File: src/hdl/assert_macros.svh
// ---------------------------------------------------------------------------
// Assertion helpers for the bitrate selector RTL (included by mbs_ctrl)
// ---------------------------------------------------------------------------
`ifndef ASSERT_MACROS_SVH
`define ASSERT_MACROS_SVH

// Same-cycle implication, disabled while aresetn is low.
`define MBS_ASSERT_IMPL(lbl, ante, cons, msg) \
    lbl: assert property (@(posedge aclk) disable iff (!aresetn) (ante) |-> (cons)) \
        else $error(msg);

// Next-cycle implication, disabled while aresetn is low.
`define MBS_ASSERT_NEXT(lbl, ante, cons, msg) \
    lbl: assert property (@(posedge aclk) disable iff (!aresetn) (ante) |=> (cons)) \
        else $error(msg);

`endif

File: src/hdl/mbs_pkg.sv
// ---------------------------------------------------------------------------
// mbs_pkg
// Shared constants, codes and bundles of the bitrate selector.
// ---------------------------------------------------------------------------
`default_nettype none

package mbs_pkg;

    localparam int LEVELS       = 8;
    localparam int SEARCH_DEPTH = 4;
    localparam int ERROR_WINDOW = 5;

    localparam int Q_W    = 3;
    localparam int D_W    = (SEARCH_DEPTH > 1) ? $clog2(SEARCH_DEPTH) : 1;
    localparam int WIN_W  = (ERROR_WINDOW > 1) ? $clog2(ERROR_WINDOW) : 1;
    localparam int FILL_W = $clog2(ERROR_WINDOW + 1);

    localparam int RATE_W  = 16;
    localparam int TM_W    = 41;
    localparam int BUF_W   = 44;
    localparam int SCORE_W = 52;

    localparam int DVD_W = 64;
    localparam int DVS_W = 33;
    localparam int CNT_W = 7;

    localparam logic [TM_W-1:0] TIME_CAP = {1'b1, {(TM_W-1){1'b0}}};

    typedef enum logic [1:0] {
        OP_DECIDE     = 2'd0,
        OP_DOWNLOAD   = 2'd1,
        OP_PAUSE      = 2'd2,
        OP_SET_BUFFER = 2'd3
    } op_t;

    typedef enum logic [2:0] {
        CFG_SEG_DUR   = 3'd0,
        CFG_BUF_CAP   = 3'd1,
        CFG_LEVEL_CNT = 3'd2,
        CFG_RATE_LO   = 3'd3,
        CFG_RATE_HI   = 3'd4
    } cfg_idx_t;

    typedef enum logic [4:0] {
        CMD_IDLE,
        CMD_LOAD,
        CMD_TPUT_START,
        CMD_TPUT_TAKE,
        CMD_MUL,
        CMD_TIME_START,
        CMD_TIME_TAKE,
        CMD_SRCH_INIT,
        CMD_SRCH_STEP,
        CMD_DEC_END,
        CMD_MEAS_START,
        CMD_MEAS_TAKE,
        CMD_ERR_START,
        CMD_ERR_TAKE,
        CMD_WIN_UPDATE,
        CMD_PAUSE_APPLY,
        CMD_SET_BUFFER,
        CMD_OUT_LOAD
    } cmd_t;

    typedef struct packed {
        logic div_done;
        logic lvl_last;
        logic srch_last;
    } st_t;

    typedef struct packed {
        logic [31:0]    seg_dur;
        logic [31:0]    buf_cap;
        logic [Q_W-1:0] n_last;
        logic [63:0]    rate_lo;
        logic [63:0]    rate_hi;
    } cfg_t;

endpackage

`default_nettype wire

File: src/hdl/mbs_ctrl.sv
// ---------------------------------------------------------------------------
// mbs_ctrl
// Sequencer: issues one datapath command per cycle, owns both handshakes.
// ---------------------------------------------------------------------------
`default_nettype none

`include "assert_macros.svh"

module mbs_ctrl (
    input  wire logic          aclk,
    input  wire logic          aresetn,
    input  wire logic          s_valid,
    output logic               s_ready,
    input  wire logic [1:0]    s_opcode,
    output logic               m_valid,
    input  wire logic          m_ready,
    input  wire mbs_pkg::st_t  st,
    output mbs_pkg::cmd_t      cmd
);

    typedef enum logic [4:0] {
        S_IDLE,
        S_TPUT_GO,
        S_TPUT_WAIT,
        S_TPUT_TAKE,
        S_MUL,
        S_TIME_GO,
        S_TIME_WAIT,
        S_TIME_TAKE,
        S_SRCH_INIT,
        S_SRCH,
        S_DEC_END,
        S_MEAS_GO,
        S_MEAS_WAIT,
        S_MEAS_TAKE,
        S_ERR_GO,
        S_ERR_WAIT,
        S_ERR_TAKE,
        S_WIN,
        S_PAUSE,
        S_SETBUF,
        S_OUT
    } state_t;

    state_t state_reg;
    logic   m_valid_reg;
    logic   out_free;

    assign out_free = !m_valid_reg || m_ready;

    always_comb begin
        unique case (state_reg)
            S_IDLE:      cmd = s_valid ? mbs_pkg::CMD_LOAD : mbs_pkg::CMD_IDLE;
            S_TPUT_GO:   cmd = mbs_pkg::CMD_TPUT_START;
            S_TPUT_TAKE: cmd = mbs_pkg::CMD_TPUT_TAKE;
            S_MUL:       cmd = mbs_pkg::CMD_MUL;
            S_TIME_GO:   cmd = mbs_pkg::CMD_TIME_START;
            S_TIME_TAKE: cmd = mbs_pkg::CMD_TIME_TAKE;
            S_SRCH_INIT: cmd = mbs_pkg::CMD_SRCH_INIT;
            S_SRCH:      cmd = mbs_pkg::CMD_SRCH_STEP;
            S_DEC_END:   cmd = mbs_pkg::CMD_DEC_END;
            S_MEAS_GO:   cmd = mbs_pkg::CMD_MEAS_START;
            S_MEAS_TAKE: cmd = mbs_pkg::CMD_MEAS_TAKE;
            S_ERR_GO:    cmd = mbs_pkg::CMD_ERR_START;
            S_ERR_TAKE:  cmd = mbs_pkg::CMD_ERR_TAKE;
            S_WIN:       cmd = mbs_pkg::CMD_WIN_UPDATE;
            S_PAUSE:     cmd = mbs_pkg::CMD_PAUSE_APPLY;
            S_SETBUF:    cmd = mbs_pkg::CMD_SET_BUFFER;
            S_OUT:       cmd = out_free ? mbs_pkg::CMD_OUT_LOAD : mbs_pkg::CMD_IDLE;
            default:     cmd = mbs_pkg::CMD_IDLE;
        endcase
    end

    always_ff @(posedge aclk) begin
        if (!aresetn) begin
            state_reg   <= S_IDLE;
            m_valid_reg <= 1'b0;
        end else begin
            if (m_ready) begin
                m_valid_reg <= 1'b0;
            end
            unique case (state_reg)
                S_IDLE: begin
                    if (s_valid) begin
                        unique case (s_opcode)
                            mbs_pkg::OP_DECIDE:   state_reg <= S_TPUT_GO;
                            mbs_pkg::OP_DOWNLOAD: state_reg <= S_MEAS_GO;
                            mbs_pkg::OP_PAUSE:    state_reg <= S_PAUSE;
                            default:              state_reg <= S_SETBUF;
                        endcase
                    end
                end
                S_TPUT_GO:   state_reg <= S_TPUT_WAIT;
                S_TPUT_WAIT: if (st.div_done) state_reg <= S_TPUT_TAKE;
                S_TPUT_TAKE: state_reg <= S_MUL;
                S_MUL:       state_reg <= S_TIME_GO;
                S_TIME_GO:   state_reg <= S_TIME_WAIT;
                S_TIME_WAIT: if (st.div_done) state_reg <= S_TIME_TAKE;
                S_TIME_TAKE: state_reg <= st.lvl_last ? S_SRCH_INIT : S_MUL;
                S_SRCH_INIT: state_reg <= S_SRCH;
                S_SRCH:      if (st.srch_last) state_reg <= S_DEC_END;
                S_DEC_END:   state_reg <= S_OUT;
                S_MEAS_GO:   state_reg <= S_MEAS_WAIT;
                S_MEAS_WAIT: if (st.div_done) state_reg <= S_MEAS_TAKE;
                S_MEAS_TAKE: state_reg <= S_ERR_GO;
                S_ERR_GO:    state_reg <= S_ERR_WAIT;
                S_ERR_WAIT:  if (st.div_done) state_reg <= S_ERR_TAKE;
                S_ERR_TAKE:  state_reg <= S_WIN;
                S_WIN:       state_reg <= S_OUT;
                S_PAUSE:     state_reg <= S_OUT;
                S_SETBUF:    state_reg <= S_OUT;
                S_OUT: begin
                    if (out_free) begin
                        m_valid_reg <= 1'b1;
                        state_reg   <= S_IDLE;
                    end
                end
                default:     state_reg <= S_IDLE;
            endcase
        end
    end

    assign s_ready = (state_reg == S_IDLE);
    assign m_valid = m_valid_reg;

    `MBS_ASSERT_NEXT(a_busy_after_accept, s_valid && s_ready, !s_ready,
                     "input taken while an item is still in work")
    `MBS_ASSERT_IMPL(a_word_from_out, $rose(m_valid), $past(state_reg == S_OUT),
                     "result word raised outside the output state")
    `MBS_ASSERT_IMPL(a_div_done_waited, st.div_done,
                     state_reg == S_TPUT_WAIT || state_reg == S_TIME_WAIT ||
                     state_reg == S_MEAS_WAIT || state_reg == S_ERR_WAIT,
                     "divider finished with no state waiting for it")

endmodule

`default_nettype wire

File: config.mk
export PLATFORM = sky130hd
export DESIGN_NAME = mbs_ctrl
export DESIGN_NICKNAME = d
export VERILOG_FILES = /design/src/hdl/mbs_pkg.sv /design/src/hdl/mbs_ctrl.sv
export VERILOG_INCLUDE_DIRS = /design/src /design/src/hdl
export SDC_FILE = /design/constraint.sdc
export NUM_CORES = 1
export LEC_CHECK = 0
export ABC_CLOCK_PERIOD_IN_PS = 1900
export BUFFER_PORTS_ARGS = -buffer_cell sky130_fd_sc_hd__buf_2
export CAP_MARGIN = 20
export CORE_MARGIN = 1.5
export CORE_UTILIZATION = 40
export DETAILED_ROUTE_END_ITERATION = 7
export GPL_TIMING_DRIVEN = 0
export PLACE_DENSITY = 0.73
export SETUP_SLACK_MARGIN = 0.5
export SYNTH_ARGS = -nofsm -noshare
export SYNTH_HDL_FRONTEND = slang
export SYNTH_SLANG_ARGS = --single-unit
File: constraint.sdc
create_clock -name aclk -period 1.9 [get_ports aclk]
set_clock_uncertainty 0.05 [all_clocks]
set_input_delay 0.38 -clock aclk [delete_from_list [all_inputs] [get_ports aclk]]
set_output_delay 0.38 -clock aclk [all_outputs]
set_load 0.005 [all_outputs]
==> out/qor.txt <==
CP endpoint kind: output pin
Mean Syn Cell Area: 7.218 um^2
Place WS: 182.5 ps
final hold vios: 0
first-pass iteration count of the detailed router: 4
Core Util, Final: 68.53%
Post-Synthesis Cells: 104
H-Tree Level Count: 1
Syn Nets: 113
DRT Wirelength: 2.750 mm
Post-synth top cells: 10 x o21ai_0, 9 x nand2_1, 7 x buf_2
fin. max-slew vios: 0
worst path bufs/invs: 3
Worst-path clk slew: 50 ps
RSZ-0062 raised after global routing: yes
share of the synthesized area in the top cell type: 16.00%
DIE WIDTH: 46.32 um
grt ovf: 0
fin nets: 154
total global-route track usage: 26.77%
Peak Freq: 513.3 MHz
maximum capacitance violations: 0
Area contributors post-synth: dfxtp_1 16%, mux2i_1 6.7%, o21ai_0 6.7%
Hold Buf Count CTS: 0
crit path cell chain: buf_6 -> buf_6 -> xor2_1 -> a32o_2 -> mux2i_1 -> o22ai_1 -> buf_2
Synth area leader: dfxtp_1
clock sinks: 6
critical path arrival: 1520 ps
Clk Latency, worst-skew pair: 250 ps
port bufs: 14
drt wl/cell: 16.37 um
DP Wirelength: 1.385 mm
antenna violations before repair: 0
Largest register FFs: 5
number of I/O pins: 16
Crit Path Max Fanout: 8
flop-to-flop setup slack: 170 ps
WP depth: 7
outcome: complete, but fails checks
most frequent cell after synthesis: o21ai_0
Pwr Density: 1835 mW/mm^2
Final setup viols: 1
number of diodes: 0
reg2reg end: state_reg[3]$_SDFFE_PN0P_
post-synth design cell area: 750.7 um^2
Hold/Removal Path Class: in -> reg
Area after DPL: 890.9 um^2
Async SR Flop Fraction: 0%
Vias/cell: 5.911
prevailing post-synth register cell: dfxtp_1
root buffer cell: clkbuf_4
clk buf depth: 2
share of post-route cells with drive strength above 1: 48.95%
Post-synth EDFFs: 0
minimum clock period after layout: 1948 ps
Area Overhead vs Synth: 59.33%
Worst R2R Start: state_reg[0]$_SDFFE_PN0P_
Largest stage delay, worst path: 320 ps
startpoint types: flip-flop
sequential fraction of the synthesis area: 16.00%
die height: 46.32 um
Core ar.: 0.001745 mm^2
row cnt: 15
unique cell type count in the Yosys netlist: 41
path depth of the worst reg2reg path: 6
number of global-route vias before repair: 884
sw frac: 44.97%
failing checks: setup timing
total die area: 0.002146 mm^2
Slew @ Worst Pin: 384.0 ps
count of state elements after synthesis: 6
Comb power frac: 82.7%
CP startpoint: state_reg[3]$_SDFFE_PN0P_
TritonCTS clock tree: built
synth warn: 0
Final Cycle Share: 102.5%
CP top delay family: buffers and inverters
drt first-iter violations: 40
remaining antenna violation count: 0
Power Internal: 1.208 mW
crit path to: cmd[0]
peak supply drop: 890.9 uV
Clock Power Share: 5.3%
Vias: 993
Slew headroom: 74.40%
gpl congestion: 0.8812
fin area: 0.001196 mm^2
worst path required time: 1470 ps
Initial Util: 43.01%
largest net degree at the start of global routing: 11
critical path class: reg -> out
sequential power share: 11.9%
Slowest-stage cell, CP: dfxtp_2
min-delay src: m_ready
total clock buffers created by CTS: 3
Psw: 987.2 uW
PnR worst setup slack: -48.01 ps
crit-path most repeated cell: buf_6
# DRC: 0
Pleak: 0.5287 nW
global-route wire length before repair: 4.146 mm
-- worst reg2reg max path, delay by kind of cell, from the launching register on --
family | cells | cell delay, ps
buffers and inverters | 2 | 220
AND/OR/NAND/NOR | 2 | 490
flip-flops | 1 | 360
multiplexers | 1 | 210
AO/OA/AOI/OAI | 1 | 320
-- metal layers --
layer	part of all wire, %	up-vias	global-route usage, %
met4	1.4	0	3.429
li1	-	462	-
met2	48	61	46.11
met5	0	-	0
met3	8.0	6	4.706
met1	43	464	35.35
-- cell usage in the layout, fill, tap and decap left out, types with 2 or more instances in the layout --
| master | Yosys | routed |
|---|---|---|
| buf_6 | 1 | 11 |
| buf_4 | 1 | 16 |
| buf_2 | 7 | 14 |
| clkbuf_4 | 0 | 3 |
| xnor2_1 | 3 | 2 |
| nand2_1 | 9 | 8 |
| a22oi_1 | 3 | 3 |
| a21oi_1 | 6 | 4 |
| dfxtp_2 | 0 | 2 |
| a21oi_2 | 0 | 2 |
| dfxtp_1 | 6 | 2 |
| dfxtp_4 | 0 | 2 |
| o21ai_0 | 10 | 9 |
| nor2_1 | 4 | 3 |
| buf_8 | 0 | 3 |
| clkbuf_2 | 0 | 2 |
| o22ai_2 | 0 | 2 |
| nand4_1 | 3 | 3 |
| nand4b_1 | 2 | 2 |
| a31oi_1 | 2 | 2 |
| nor2b_1 | 6 | 4 |
| nor3_1 | 2 | 2 |
| inv_1 | 4 | 4 |
| o22ai_1 | 5 | 3 |
| mux2i_1 | 5 | 5 |
-- stage by stage --
step                      std cells  power [mW]  hold slack [ps]  TNS [ps]
after global routing            168       2.343            486.5    -291.5
final                           168       2.195            471.0    -48.01
after global placement          143       1.454            642.4         0
after detailed placement        143       1.472            640.4         0
after CTS                       163       1.990            465.4    -31.95
after floorplan                 104       1.178            554.8         0
-- worst min path at each step --
| stage | to | slack [ps] | depth (start not counted) |
|---|---|---|---|
| 6_report | m_valid$_SDFF_PN0_ | 470 | 4 |
| 5_1_grt | m_valid$_SDFF_PN0_ | 490 | 4 |
| 4_1_cts | m_valid$_SDFF_PN0_ | 470 | 4 |
| 3_5_place_dp | m_valid$_SDFF_PN0_ | 640 | 3 |
| 3_3_place_gp | m_valid$_SDFF_PN0_ | 640 | 3 |
| 2_1_floorplan | state_reg[1]$_SDFFE_PN0P_ | 550 | 2 |
-- cell families after synthesis --
kind of cell    count (synthesis)  synth area share [%]
simple gates                   39                 33.50
compound gates                 34                 28.50
buf+inv                        16                 10.67
flops                           6                 16.00
mux                             5                 6.667
xor+xnor                        4                 4.668
-- repair_timing --
| item | CTS | global route |
|---|---|---|
| endpoints found under the setup margin | 11 | 11 |
| setup buffers | 17 | 5 |
| pin swaps | 8 | 8 |
| endpoints found under the hold margin | 0 | 0 |
| cloned | 0 | 0 |
| gates resized for setup | 27 | 7 |
-- power groups by stage --
stage	sequential (mW)	combinational (mW)	clock, mW
finish	0.262	1.82	0.117
global route	0.265	1.95	0.130
CTS	0.251	1.62	0.119
detailed placement	0.242	1.23	0
global placement	0.240	1.21	0
floorplan	0.224	0.953	0
-- layout make-up --
cell class / instances / area, um^2
clock buffers: 3 / 22.52
fillers: 153 / 549.3
inverters: 4 / 15.01
multi-input cells: 82 / 610.6
flip-flops and latches: 6 / 130.1
repair buffers: 36 / 251.5
well taps: 25 / 31.28
plain buffers: 12 / 135.1
No activity file was read; power rests on OpenSTA's default activity.
