### src/hdl/assert_macros.svh
// ---------------------------------------------------------------------------
// Assertion helpers for the bitrate selector RTL (included by mbs_ctrl)
// ---------------------------------------------------------------------------
`ifndef ASSERT_MACROS_SVH
`define ASSERT_MACROS_SVH

// Same-cycle implication, disabled while aresetn is low.
`define MBS_ASSERT_IMPL(lbl, ante, cons, msg) \
    lbl: assert property (@(posedge aclk) disable iff (!aresetn) (ante) |-> (cons)) \
        else $error(msg);

// Next-cycle implication, disabled while aresetn is low.
`define MBS_ASSERT_NEXT(lbl, ante, cons, msg) \
    lbl: assert property (@(posedge aclk) disable iff (!aresetn) (ante) |=> (cons)) \
        else $error(msg);

`endif

### src/hdl/mbs_pkg.sv
// ---------------------------------------------------------------------------
// mbs_pkg
// Shared constants, codes and bundles of the bitrate selector.
// ---------------------------------------------------------------------------
`default_nettype none

package mbs_pkg;

    localparam int LEVELS       = 8;
    localparam int SEARCH_DEPTH = 4;
    localparam int ERROR_WINDOW = 5;

    localparam int Q_W    = 3;
    localparam int D_W    = (SEARCH_DEPTH > 1) ? $clog2(SEARCH_DEPTH) : 1;
    localparam int WIN_W  = (ERROR_WINDOW > 1) ? $clog2(ERROR_WINDOW) : 1;
    localparam int FILL_W = $clog2(ERROR_WINDOW + 1);

    localparam int RATE_W  = 16;
    localparam int TM_W    = 41;
    localparam int BUF_W   = 44;
    localparam int SCORE_W = 52;

    localparam int DVD_W = 64;
    localparam int DVS_W = 33;
    localparam int CNT_W = 7;

    localparam logic [TM_W-1:0] TIME_CAP = {1'b1, {(TM_W-1){1'b0}}};

    typedef enum logic [1:0] {
        OP_DECIDE     = 2'd0,
        OP_DOWNLOAD   = 2'd1,
        OP_PAUSE      = 2'd2,
        OP_SET_BUFFER = 2'd3
    } op_t;

    typedef enum logic [2:0] {
        CFG_SEG_DUR   = 3'd0,
        CFG_BUF_CAP   = 3'd1,
        CFG_LEVEL_CNT = 3'd2,
        CFG_RATE_LO   = 3'd3,
        CFG_RATE_HI   = 3'd4
    } cfg_idx_t;

    typedef enum logic [4:0] {
        CMD_IDLE,
        CMD_LOAD,
        CMD_TPUT_START,
        CMD_TPUT_TAKE,
        CMD_MUL,
        CMD_TIME_START,
        CMD_TIME_TAKE,
        CMD_SRCH_INIT,
        CMD_SRCH_STEP,
        CMD_DEC_END,
        CMD_MEAS_START,
        CMD_MEAS_TAKE,
        CMD_ERR_START,
        CMD_ERR_TAKE,
        CMD_WIN_UPDATE,
        CMD_PAUSE_APPLY,
        CMD_SET_BUFFER,
        CMD_OUT_LOAD
    } cmd_t;

    typedef struct packed {
        logic div_done;
        logic lvl_last;
        logic srch_last;
    } st_t;

    typedef struct packed {
        logic [31:0]    seg_dur;
        logic [31:0]    buf_cap;
        logic [Q_W-1:0] n_last;
        logic [63:0]    rate_lo;
        logic [63:0]    rate_hi;
    } cfg_t;

endpackage

`default_nettype wire

### src/hdl/mbs_divider.sv
// ---------------------------------------------------------------------------
// mbs_divider
// Shared restoring divider, one quotient bit per cycle.
// ---------------------------------------------------------------------------
`default_nettype none

module mbs_divider (
    input  wire logic                       aclk,
    input  wire logic                       aresetn,
    input  wire logic                       start,
    input  wire logic [mbs_pkg::DVD_W-1:0]  dividend,
    input  wire logic [mbs_pkg::DVS_W-1:0]  divisor,
    output logic                            done,
    output logic [mbs_pkg::DVD_W-1:0]       quotient
);

    logic                        busy_reg;
    logic                        done_reg;
    logic [mbs_pkg::CNT_W-1:0]   cnt_reg;
    logic [mbs_pkg::DVD_W-1:0]   quo_reg;
    logic [mbs_pkg::DVS_W:0]     rem_reg;
    logic [mbs_pkg::DVS_W-1:0]   dvs_reg;

    logic [mbs_pkg::DVS_W:0]     rem_sh;
    logic                        ge;
    logic [mbs_pkg::DVS_W:0]     rem_next;

    always_comb begin
        rem_sh   = {rem_reg[mbs_pkg::DVS_W-1:0], quo_reg[mbs_pkg::DVD_W-1]};
        ge       = (rem_sh >= {1'b0, dvs_reg});
        rem_next = ge ? (rem_sh - {1'b0, dvs_reg}) : rem_sh;
    end

    always_ff @(posedge aclk) begin
        if (!aresetn) begin
            busy_reg <= 1'b0;
            done_reg <= 1'b0;
        end else begin
            done_reg <= 1'b0;
            if (start) begin
                busy_reg <= 1'b1;
                cnt_reg  <= '0;
                quo_reg  <= dividend;
                rem_reg  <= '0;
                dvs_reg  <= divisor;
            end else if (busy_reg) begin
                rem_reg <= rem_next;
                quo_reg <= {quo_reg[mbs_pkg::DVD_W-2:0], ge};
                cnt_reg <= cnt_reg + 1'b1;
                if (cnt_reg == mbs_pkg::CNT_W'(mbs_pkg::DVD_W - 1)) begin
                    busy_reg <= 1'b0;
                    done_reg <= 1'b1;
                end
            end
        end
    end

    assign done     = done_reg;
    assign quotient = quo_reg;

endmodule

`default_nettype wire

### src/hdl/mbs_datapath.sv
// ---------------------------------------------------------------------------
// mbs_datapath
// State registers, divider, per-level time table and the search engine.
// ---------------------------------------------------------------------------
`default_nettype none

module mbs_datapath (
    input  wire logic                 aclk,
    input  wire logic                 aresetn,
    input  wire mbs_pkg::cmd_t        cmd,
    input  wire mbs_pkg::cfg_t        cfg,
    input  wire logic [15:0]          s_throughput_kbps,
    input  wire logic [31:0]          s_segment_bytes,
    input  wire logic [31:0]          s_elapsed_ms,
    input  wire logic [31:0]          s_pause_amount,
    input  wire logic signed [31:0]   s_new_buffer_level,
    output mbs_pkg::st_t              st,
    output logic [2:0]                m_chosen_quality,
    output logic [31:0]               m_pause_out,
    output logic signed [31:0]        m_buffer_level_out
);

    localparam int QW = mbs_pkg::Q_W;
    localparam int DW = mbs_pkg::D_W;
    localparam int BW = mbs_pkg::BUF_W;
    localparam int SW = mbs_pkg::SCORE_W;
    localparam int ND = mbs_pkg::SEARCH_DEPTH;
    localparam int NW = mbs_pkg::ERROR_WINDOW;

    function automatic logic [15:0] rate_of(input logic [63:0] lo, input logic [63:0] hi,
                                            input logic [QW-1:0] q);
        logic [63:0] t;
        t = q[2] ? hi : lo;
        return t[16*q[1:0] +: 16];
    endfunction

    // architectural state
    logic signed [31:0]           buf_lvl_reg;
    logic [QW-1:0]                last_q_reg;
    logic [15:0]                  est_tput_reg;
    logic [31:0]                  worst_reg;
    logic [31:0]                  last_pause_reg;
    logic [mbs_pkg::FILL_W-1:0]   fill_reg;
    logic [mbs_pkg::WIN_W-1:0]    next_reg;
    logic [31:0]                  win_reg [NW];

    // latched item fields and work registers
    logic [15:0]                  thr_reg;
    logic [31:0]                  bytes_reg;
    logic [31:0]                  ms_reg;
    logic [31:0]                  pause_reg;
    logic signed [31:0]           nbuf_reg;
    logic [31:0]                  tput_reg;
    logic [47:0]                  prod_reg;
    logic [QW-1:0]                lvl_idx_reg;
    logic [mbs_pkg::TM_W-1:0]     tm_reg [mbs_pkg::LEVELS];
    logic [15:0]                  meas_reg;

    // search engine
    logic [DW-1:0]                depth_reg;
    logic [QW-1:0]                cur_q_reg;
    logic                         pop_reg;
    logic                         first_reg;
    logic signed [SW-1:0]         best_reg;
    logic [QW-1:0]                choice_reg;
    logic [15:0]                  root_br_reg;
    logic [QW-1:0]                q_stk   [ND];
    logic [15:0]                  br_stk  [ND];
    logic signed [BW-1:0]         buf_stk [ND];
    logic signed [SW-1:0]         acc_stk [ND];

    // output register
    logic [2:0]                   out_q_reg;
    logic [31:0]                  out_pause_reg;
    logic signed [31:0]           out_buf_reg;

    // divider
    logic                         div_start;
    logic [mbs_pkg::DVD_W-1:0]    div_dvd;
    logic [mbs_pkg::DVS_W-1:0]    div_dvs;
    logic                         div_done;
    logic [mbs_pkg::DVD_W-1:0]    div_quo;

    logic [15:0]                  diff16;
    logic [31:0]                  ms_fix;

    mbs_divider u_div (
        .aclk     (aclk),
        .aresetn  (aresetn),
        .start    (div_start),
        .dividend (div_dvd),
        .divisor  (div_dvs),
        .done     (div_done),
        .quotient (div_quo)
    );

    always_comb begin
        diff16 = (est_tput_reg > meas_reg) ? (est_tput_reg - meas_reg)
                                           : (meas_reg - est_tput_reg);
        ms_fix = (ms_reg == 32'd0) ? 32'd1 : ms_reg;
        div_start = 1'b0;
        div_dvd   = '0;
        div_dvs   = '0;
        case (cmd)
            mbs_pkg::CMD_TPUT_START: begin
                div_start = 1'b1;
                div_dvd   = {16'd0, thr_reg, 32'd0};
                div_dvs   = {1'b0, worst_reg} + 33'd65536;
            end
            mbs_pkg::CMD_TIME_START: begin
                div_start = 1'b1;
                div_dvd   = {prod_reg, 16'd0};
                div_dvs   = {1'b0, tput_reg};
            end
            mbs_pkg::CMD_MEAS_START: begin
                div_start = 1'b1;
                div_dvd   = {29'd0, bytes_reg, 3'd0};
                div_dvs   = {1'b0, ms_fix};
            end
            mbs_pkg::CMD_ERR_START: begin
                div_start = 1'b1;
                div_dvd   = {32'd0, diff16, 16'd0};
                div_dvs   = {17'd0, meas_reg};
            end
            default: begin
                div_start = 1'b0;
            end
        endcase
    end

    // one node of the search tree
    logic [QW-1:0]          rate_idx;
    logic [15:0]            cur_br;
    logic [15:0]            prev_br;
    logic [DW-1:0]          par_idx;
    logic signed [BW-1:0]   buf_in;
    logic signed [SW-1:0]   acc_in;
    logic signed [BW-1:0]   seg_x;
    logic signed [BW-1:0]   cap_x;
    logic signed [BW-1:0]   b1;
    logic signed [BW-1:0]   b2;
    logic signed [BW-1:0]   rebuf;
    logic signed [BW-1:0]   buf_out;
    logic signed [16:0]     rdiff;
    logic signed [16:0]     rneg;
    logic [15:0]            abs_d;
    logic signed [16:0]     rpart;
    logic signed [SW-1:0]   rate_val;
    logic signed [SW-1:0]   rb_x;
    logic signed [SW-1:0]   acc_out;
    logic                   is_leaf;
    logic                   at_last;

    always_comb begin
        case (cmd)
            mbs_pkg::CMD_SRCH_INIT: rate_idx = last_q_reg;
            mbs_pkg::CMD_MUL:       rate_idx = lvl_idx_reg;
            default:                rate_idx = cur_q_reg;
        endcase
        cur_br  = rate_of(cfg.rate_lo, cfg.rate_hi, rate_idx);
        par_idx = depth_reg - 1'b1;
        if (depth_reg == '0) begin
            buf_in  = $signed({{(BW-32){buf_lvl_reg[31]}}, buf_lvl_reg});
            prev_br = root_br_reg;
            acc_in  = '0;
        end else begin
            buf_in  = buf_stk[par_idx];
            prev_br = br_stk[par_idx];
            acc_in  = acc_stk[par_idx];
        end
        seg_x = $signed({{(BW-32){1'b0}}, cfg.seg_dur});
        cap_x = $signed({{(BW-32){1'b0}}, cfg.buf_cap});
        b1 = ((buf_in + seg_x) > cap_x) ? (cap_x - seg_x) : buf_in;
        b2 = b1 - $signed({{(BW-mbs_pkg::TM_W){1'b0}}, tm_reg[cur_q_reg]});
        if (b2 < 0) begin
            rebuf   = -b2;
            buf_out = seg_x;
        end else begin
            rebuf   = '0;
            buf_out = b2 + seg_x;
        end
        rdiff    = $signed({1'b0, cur_br}) - $signed({1'b0, prev_br});
        rneg     = -rdiff;
        abs_d    = rdiff[16] ? rneg[15:0] : rdiff[15:0];
        rpart    = $signed({1'b0, cur_br}) - $signed({1'b0, abs_d});
        rate_val = $signed({{(SW-33){rpart[16]}}, rpart, 16'd0});
        rb_x     = $signed({{(SW-BW){1'b0}}, rebuf});
        acc_out  = acc_in + rate_val - ((rb_x <<< 1) + rb_x);
        is_leaf  = (depth_reg == DW'(ND - 1));
        at_last  = (cur_q_reg == cfg.n_last);
    end

    // per-command results
    logic signed [33:0]  pause_p;
    logic signed [33:0]  pause_d;
    logic [32:0]         dl_sum;
    logic [31:0]         err_val;
    logic [31:0]         worst_w;

    always_comb begin
        pause_p = $signed({{2{buf_lvl_reg[31]}}, buf_lvl_reg})
                + $signed({2'b00, cfg.seg_dur}) - $signed({2'b00, cfg.buf_cap});
        pause_d = $signed({{2{buf_lvl_reg[31]}}, buf_lvl_reg}) - $signed({2'b00, pause_reg});
        dl_sum  = {2'b00, (buf_lvl_reg[31] ? 31'd0 : buf_lvl_reg[30:0])}
                + {1'b0, cfg.seg_dur};
        if (meas_reg == 16'd0) begin
            err_val = 32'hFFFF_FFFF;
        end else if (div_quo > 64'h0000_0000_FFFF_FFFF) begin
            err_val = 32'hFFFF_FFFF;
        end else begin
            err_val = div_quo[31:0];
        end
        worst_w = '0;
        for (int i = 0; i < NW; i++) begin
            if ((mbs_pkg::FILL_W'(i) < fill_reg) && (win_reg[i] > worst_w)) begin
                worst_w = win_reg[i];
            end
        end
    end

    always_ff @(posedge aclk) begin
        if (!aresetn) begin
            buf_lvl_reg    <= '0;
            last_q_reg     <= '0;
            est_tput_reg   <= '0;
            worst_reg      <= '0;
            last_pause_reg <= '0;
            fill_reg       <= '0;
            next_reg       <= '0;
        end else begin
            case (cmd)
                mbs_pkg::CMD_LOAD: begin
                    thr_reg   <= s_throughput_kbps;
                    bytes_reg <= s_segment_bytes;
                    ms_reg    <= s_elapsed_ms;
                    pause_reg <= s_pause_amount;
                    nbuf_reg  <= s_new_buffer_level;
                end
                mbs_pkg::CMD_TPUT_TAKE: begin
                    tput_reg    <= (div_quo[31:0] == 32'd0) ? 32'd1 : div_quo[31:0];
                    lvl_idx_reg <= '0;
                end
                mbs_pkg::CMD_MUL: begin
                    prod_reg <= cur_br * cfg.seg_dur;
                end
                mbs_pkg::CMD_TIME_TAKE: begin
                    tm_reg[lvl_idx_reg] <= (div_quo > mbs_pkg::DVD_W'(mbs_pkg::TIME_CAP))
                                           ? mbs_pkg::TIME_CAP
                                           : div_quo[mbs_pkg::TM_W-1:0];
                    lvl_idx_reg <= lvl_idx_reg + 1'b1;
                end
                mbs_pkg::CMD_SRCH_INIT: begin
                    depth_reg   <= '0;
                    cur_q_reg   <= '0;
                    pop_reg     <= 1'b0;
                    first_reg   <= 1'b1;
                    root_br_reg <= cur_br;
                end
                mbs_pkg::CMD_SRCH_STEP: begin
                    if (!pop_reg) begin
                        if (!is_leaf) begin
                            q_stk[depth_reg]   <= cur_q_reg;
                            br_stk[depth_reg]  <= cur_br;
                            buf_stk[depth_reg] <= buf_out;
                            acc_stk[depth_reg] <= acc_out;
                            depth_reg          <= depth_reg + 1'b1;
                            cur_q_reg          <= '0;
                        end else begin
                            if (first_reg || (acc_out > best_reg)) begin
                                best_reg   <= acc_out;
                                choice_reg <= (depth_reg == '0) ? cur_q_reg : q_stk[0];
                            end
                            first_reg <= 1'b0;
                            if (!at_last) begin
                                cur_q_reg <= cur_q_reg + 1'b1;
                            end else if (depth_reg != '0) begin
                                depth_reg <= par_idx;
                                cur_q_reg <= q_stk[par_idx];
                                pop_reg   <= 1'b1;
                            end
                        end
                    end else begin
                        if (!at_last) begin
                            cur_q_reg <= cur_q_reg + 1'b1;
                            pop_reg   <= 1'b0;
                        end else if (depth_reg != '0) begin
                            depth_reg <= par_idx;
                            cur_q_reg <= q_stk[par_idx];
                        end
                    end
                end
                mbs_pkg::CMD_DEC_END: begin
                    last_q_reg   <= choice_reg;
                    est_tput_reg <= thr_reg;
                    if (pause_p < 0) begin
                        last_pause_reg <= '0;
                    end else if (pause_p[32]) begin
                        last_pause_reg <= 32'hFFFF_FFFF;
                    end else begin
                        last_pause_reg <= pause_p[31:0];
                    end
                end
                mbs_pkg::CMD_MEAS_TAKE: begin
                    meas_reg <= (div_quo > 64'd65535) ? 16'hFFFF : div_quo[15:0];
                end
                mbs_pkg::CMD_ERR_TAKE: begin
                    win_reg[next_reg] <= err_val;
                    next_reg <= (next_reg == mbs_pkg::WIN_W'(NW - 1)) ? '0 : next_reg + 1'b1;
                    if (fill_reg < mbs_pkg::FILL_W'(NW)) begin
                        fill_reg <= fill_reg + 1'b1;
                    end
                end
                mbs_pkg::CMD_WIN_UPDATE: begin
                    worst_reg   <= worst_w;
                    buf_lvl_reg <= (dl_sum > 33'h0_7FFF_FFFF) ? 32'sh7FFF_FFFF
                                                               : $signed(dl_sum[31:0]);
                end
                mbs_pkg::CMD_PAUSE_APPLY: begin
                    buf_lvl_reg <= (pause_d < -34'sd2147483648) ? 32'sh8000_0000
                                                                 : pause_d[31:0];
                end
                mbs_pkg::CMD_SET_BUFFER: begin
                    buf_lvl_reg <= nbuf_reg;
                end
                mbs_pkg::CMD_OUT_LOAD: begin
                    out_q_reg     <= last_q_reg;
                    out_pause_reg <= last_pause_reg;
                    out_buf_reg   <= buf_lvl_reg;
                end
                default: begin
                end
            endcase
        end
    end

    assign st.div_done  = div_done;
    assign st.lvl_last  = (lvl_idx_reg == cfg.n_last);
    assign st.srch_last = (pop_reg || is_leaf) && at_last && (depth_reg == '0);

    assign m_chosen_quality   = out_q_reg;
    assign m_pause_out        = out_pause_reg;
    assign m_buffer_level_out = out_buf_reg;

endmodule

`default_nettype wire

### config.mk
export PLATFORM = sky130hd
export DESIGN_NAME = mbs_datapath
export DESIGN_NICKNAME = d
export VERILOG_FILES = /design/src/hdl/assert_macros.svh /design/src/hdl/mbs_pkg.sv /design/src/hdl/mbs_divider.sv /design/src/hdl/mbs_datapath.sv
export SDC_FILE = /design/constraint.sdc
export NUM_CORES = 2
export LEC_CHECK = 0
export ABC_AREA = 1
export BUFFER_PORTS_ARGS = -buffer_cell sky130_fd_sc_hd__clkbuf_2
export CAP_MARGIN = 20
export CORE_UTILIZATION = 40
export DETAILED_ROUTE_END_ITERATION = 16
export HOLD_SLACK_MARGIN = 0.02
export PLACE_DENSITY = 0.59
export SYNTH_ARGS = -nofsm -noshare
export SYNTH_HDL_FRONTEND = slang
export SYNTH_HIERARCHICAL = 1
export SYNTH_SLANG_ARGS = --single-unit
### constraint.sdc
create_clock -name aclk -period 21.5 [get_ports aclk]
set_clock_uncertainty 0.1 [all_clocks]
set_input_delay 1.075 -clock aclk [delete_from_list [all_inputs] [get_ports aclk]]
set_output_delay 1.075 -clock aclk [all_outputs]
set_load 0.005 [all_outputs]
==> results.cfg <==
[outcome]
status = completed

[routing]
wl_mm = 381
routedWlPerCell_um = 23.2
viasPerCell = 5.41
drt_iter0_markers = 8745
final_antenna_net_count = 0
route.vias.total = 89000
drtPass1Iterations = 6
drc = 0

[worst_setup_path]
cpPeakStageDelay_ns = 0.62
crit_type = reg2reg
cp_slowest_cell = buf_4
worst_setup_path_end_kind = register
cp_max_fo = 64
critPathLaunchType = register
crit_required_ns = 21.86
critPathArrivalTime_ns = 19.49
critPathMostFrequentCell = nand2_1

[clock_tree]
numCtsBuffers = 182
cts_buffer_depth = 4
cts.sinks = 1599
path_clk_slew_ns = 0.06
insertion_delay_ns = 0.93
htree_num_levels = 4
cts_hold_buffers = 0
cts_root_buf = clkbuf_16
cts_tree = built

[die]
start_util_pct = 40.2
num_io_pins = 416
core-area_mm2 = 0.274
die_width_um = 527
dieArea_mm2 = 0.278
die_y_um = 527
std_cell_rows = 192

[global_routing]
grt_max_degree = 147
grtUsageTotal_pct = 26.9
grt_pass1_wl_mm = 558
met3_usage_pct = 4.81
grt-ovfl-total = 0
grt_pass1_vias = 85400
grt_use_met1_pct = 36.0
globalRouteMet2Util_pct = 43.0
grt-busiest-layer = met2
antenna_found_initial = 39

[sta]
rsz0062_at_grt = false
period_minus_slack_ns = 19.13
maxSlewHeadroom_pct = 9.93
finalSetupTns_ns = 0
slew_viol_final = 0
hold_viol_final = 0
setup_violations = 0
max_freq_ghz = 0.0523
tightest_slew_ns = 1.34
fin_crit_sh_pct = 89.0
setup_ws_ns = 2.37

[cells_and_area]
fin_area_mm2 = 0.123
final_layout_size_suffix_gt1_share_pct = 8.25
final_common_cell = nand2_1
nNetsFinal = 14400
largest_reg_flops = 328
final_cell_mix = nand2_1 (2450), inv_1 (1587), edfxtp_1 (1473), nor2_1 (1287), o21ai_0 (1004)
post-route-util_pct = 44.8
areaGrowthSynthToFinish_pct = 11.5

[power_and_ir_drop]
power_density_mw_per_mm2 = 161
p_leak_uw = 0.0530
worst_ir_drop_vdd_mv = 0.605
finalPower_uw = 19800

[synthesis]
avgSynthCellArea_um2 = 8.98
synth_edf_count = 1473
synth_area_mm2 = 0.110
synth_seq_cells = 1599
ys_warn_count = 6
synthFlopType = edfxtp_1
synth_cell_types = 82
ys_async_sr_fraction_pct = 0
ys_seq_area_share_pct = 42.4
synthCells = 12300

[flow_run]
cap_violations = 0

[placement]
dp_slack_ns = 2.18
gp_congestion = 1.03
dp_hpwl_mm = 287
placed_cell_area_mm2 = 0.117
port_buffers = 415

[worst_hold_path]
hold_class = in2reg
## metrics by stage
step | hold slack [ns] | std cells
4_1_cts | 0.177 | 16400
5_1_grt | 0.189 | 16400
6_report | 0.221 | 16400
3_3_place_gp | 0.312 | 16100
2_1_floorplan | 0.308 | 12400
3_5_place_dp | 0.315 | 16100
## cells by family (layout without fill, tap and decap cells)
| logic type | after synthesis | count (layout) | synth area share, % |
|---|---|---|---|
| simple gates | 4447 | 4447 | 16.4 |
| compound gates | 2425 | 2425 | 12.4 |
| buf+inv | 2067 | 2523 | 7.15 |
| flops | 1599 | 1599 | 42.4 |
| fa+ha+maj | 1315 | 1315 | 18.3 |
| xor+xnor | 399 | 399 | 3.18 |
| mux | 15 | 15 | 0.136 |
| other cells | 1 | 131 | 0.00340 |
## what timing repair did
item	4_1_cts	5_1_grt
setup endpoints to repair	0	51
buffers inserted	0	0
gates resized for setup	0	3
## area by class of cell
class	instances	area, µm²
Fill cell	27000	151000
Multi-Input combinational cell	8719	56300
Sequential cell	1599	46800
Inverter	1619	6100
Clock buffer	231	4800
Tap cell	3589	4490
Timing Repair Buffer	581	3370
Clock inverter	91	997
Antenna cell	13	32.5
Timing Repair inverter	1	7.51
## worst paths after layout
path	start	to	slack, ns	cells after the start
max	depth_reg[0]$_SDFFCE_PN0P_	best_reg[7]$_DFFE_PP_	2.37	93
min	s_segment_bytes[23]	bytes_reg[23]$_DFFE_PP_	0.22	1
max reg2reg	depth_reg[0]$_SDFFCE_PN0P_	best_reg[7]$_DFFE_PP_	2.37	93
min reg2reg	q_stk[0][2]$_DFFE_PP_	choice_reg[2]$_DFFE_PP_	0.31	0
## layer usage
layer  wire length (µm)  share of wire (%)  up-vias
met5                188              0.049        -
met4              18000                4.7       28
met3              28900                7.6      702
met2             172000                 45     3283
met1             162000                 43    43100
li1                   -                  -    41900
## Yosys cell counts, types with 21 or more instances
master	n	area share (%)
a211oi_1	24	0.16
a21boi_0	26	0.18
a21oi_1	792	3.6
a31oi_1	67	0.38
buf_2	21	0.095
clkbuf_1	397	1.4
dfxtp_1	126	2.3
edfxtp_1	1473	40
fa_1	493	9.0
ha_1	822	9.3
inv_1	1590	5.4
nand2_1	2451	8.3
nand2_2	50	0.28
nand3_1	313	1.4
nand4_1	81	0.46
nor2_1	1304	4.4
nor2_2	30	0.17
nor3_1	91	0.41
nor4_1	54	0.31
o2111ai_1	22	0.17
o211ai_1	70	0.48
o21a_1	36	0.25
o21ai_0	1004	4.6
o21ai_1	38	0.17
o21bai_1	33	0.22
o221ai_1	80	0.64
o22ai_1	113	0.64
xnor2_1	141	1.1
xor2_1	257	2.0
## critical path: cells and delay by family (launching register included)
family | cells | cell delay (ns)
simple gates | 47 | 6.33
compound gates | 22 | 4.65
buf+inv | 12 | 3.30
fa+ha+maj | 7 | 2.64
xor+xnor | 5 | 1.04
flops | 1 | 0.48
## power breakdown
part	internal [µW]	switching [µW]	total [µW]
clock	1790	1300	3090
sequential	4440	43.4	4480
combinational	3460	8750	12200
Power figures use the tool's default switching activity.
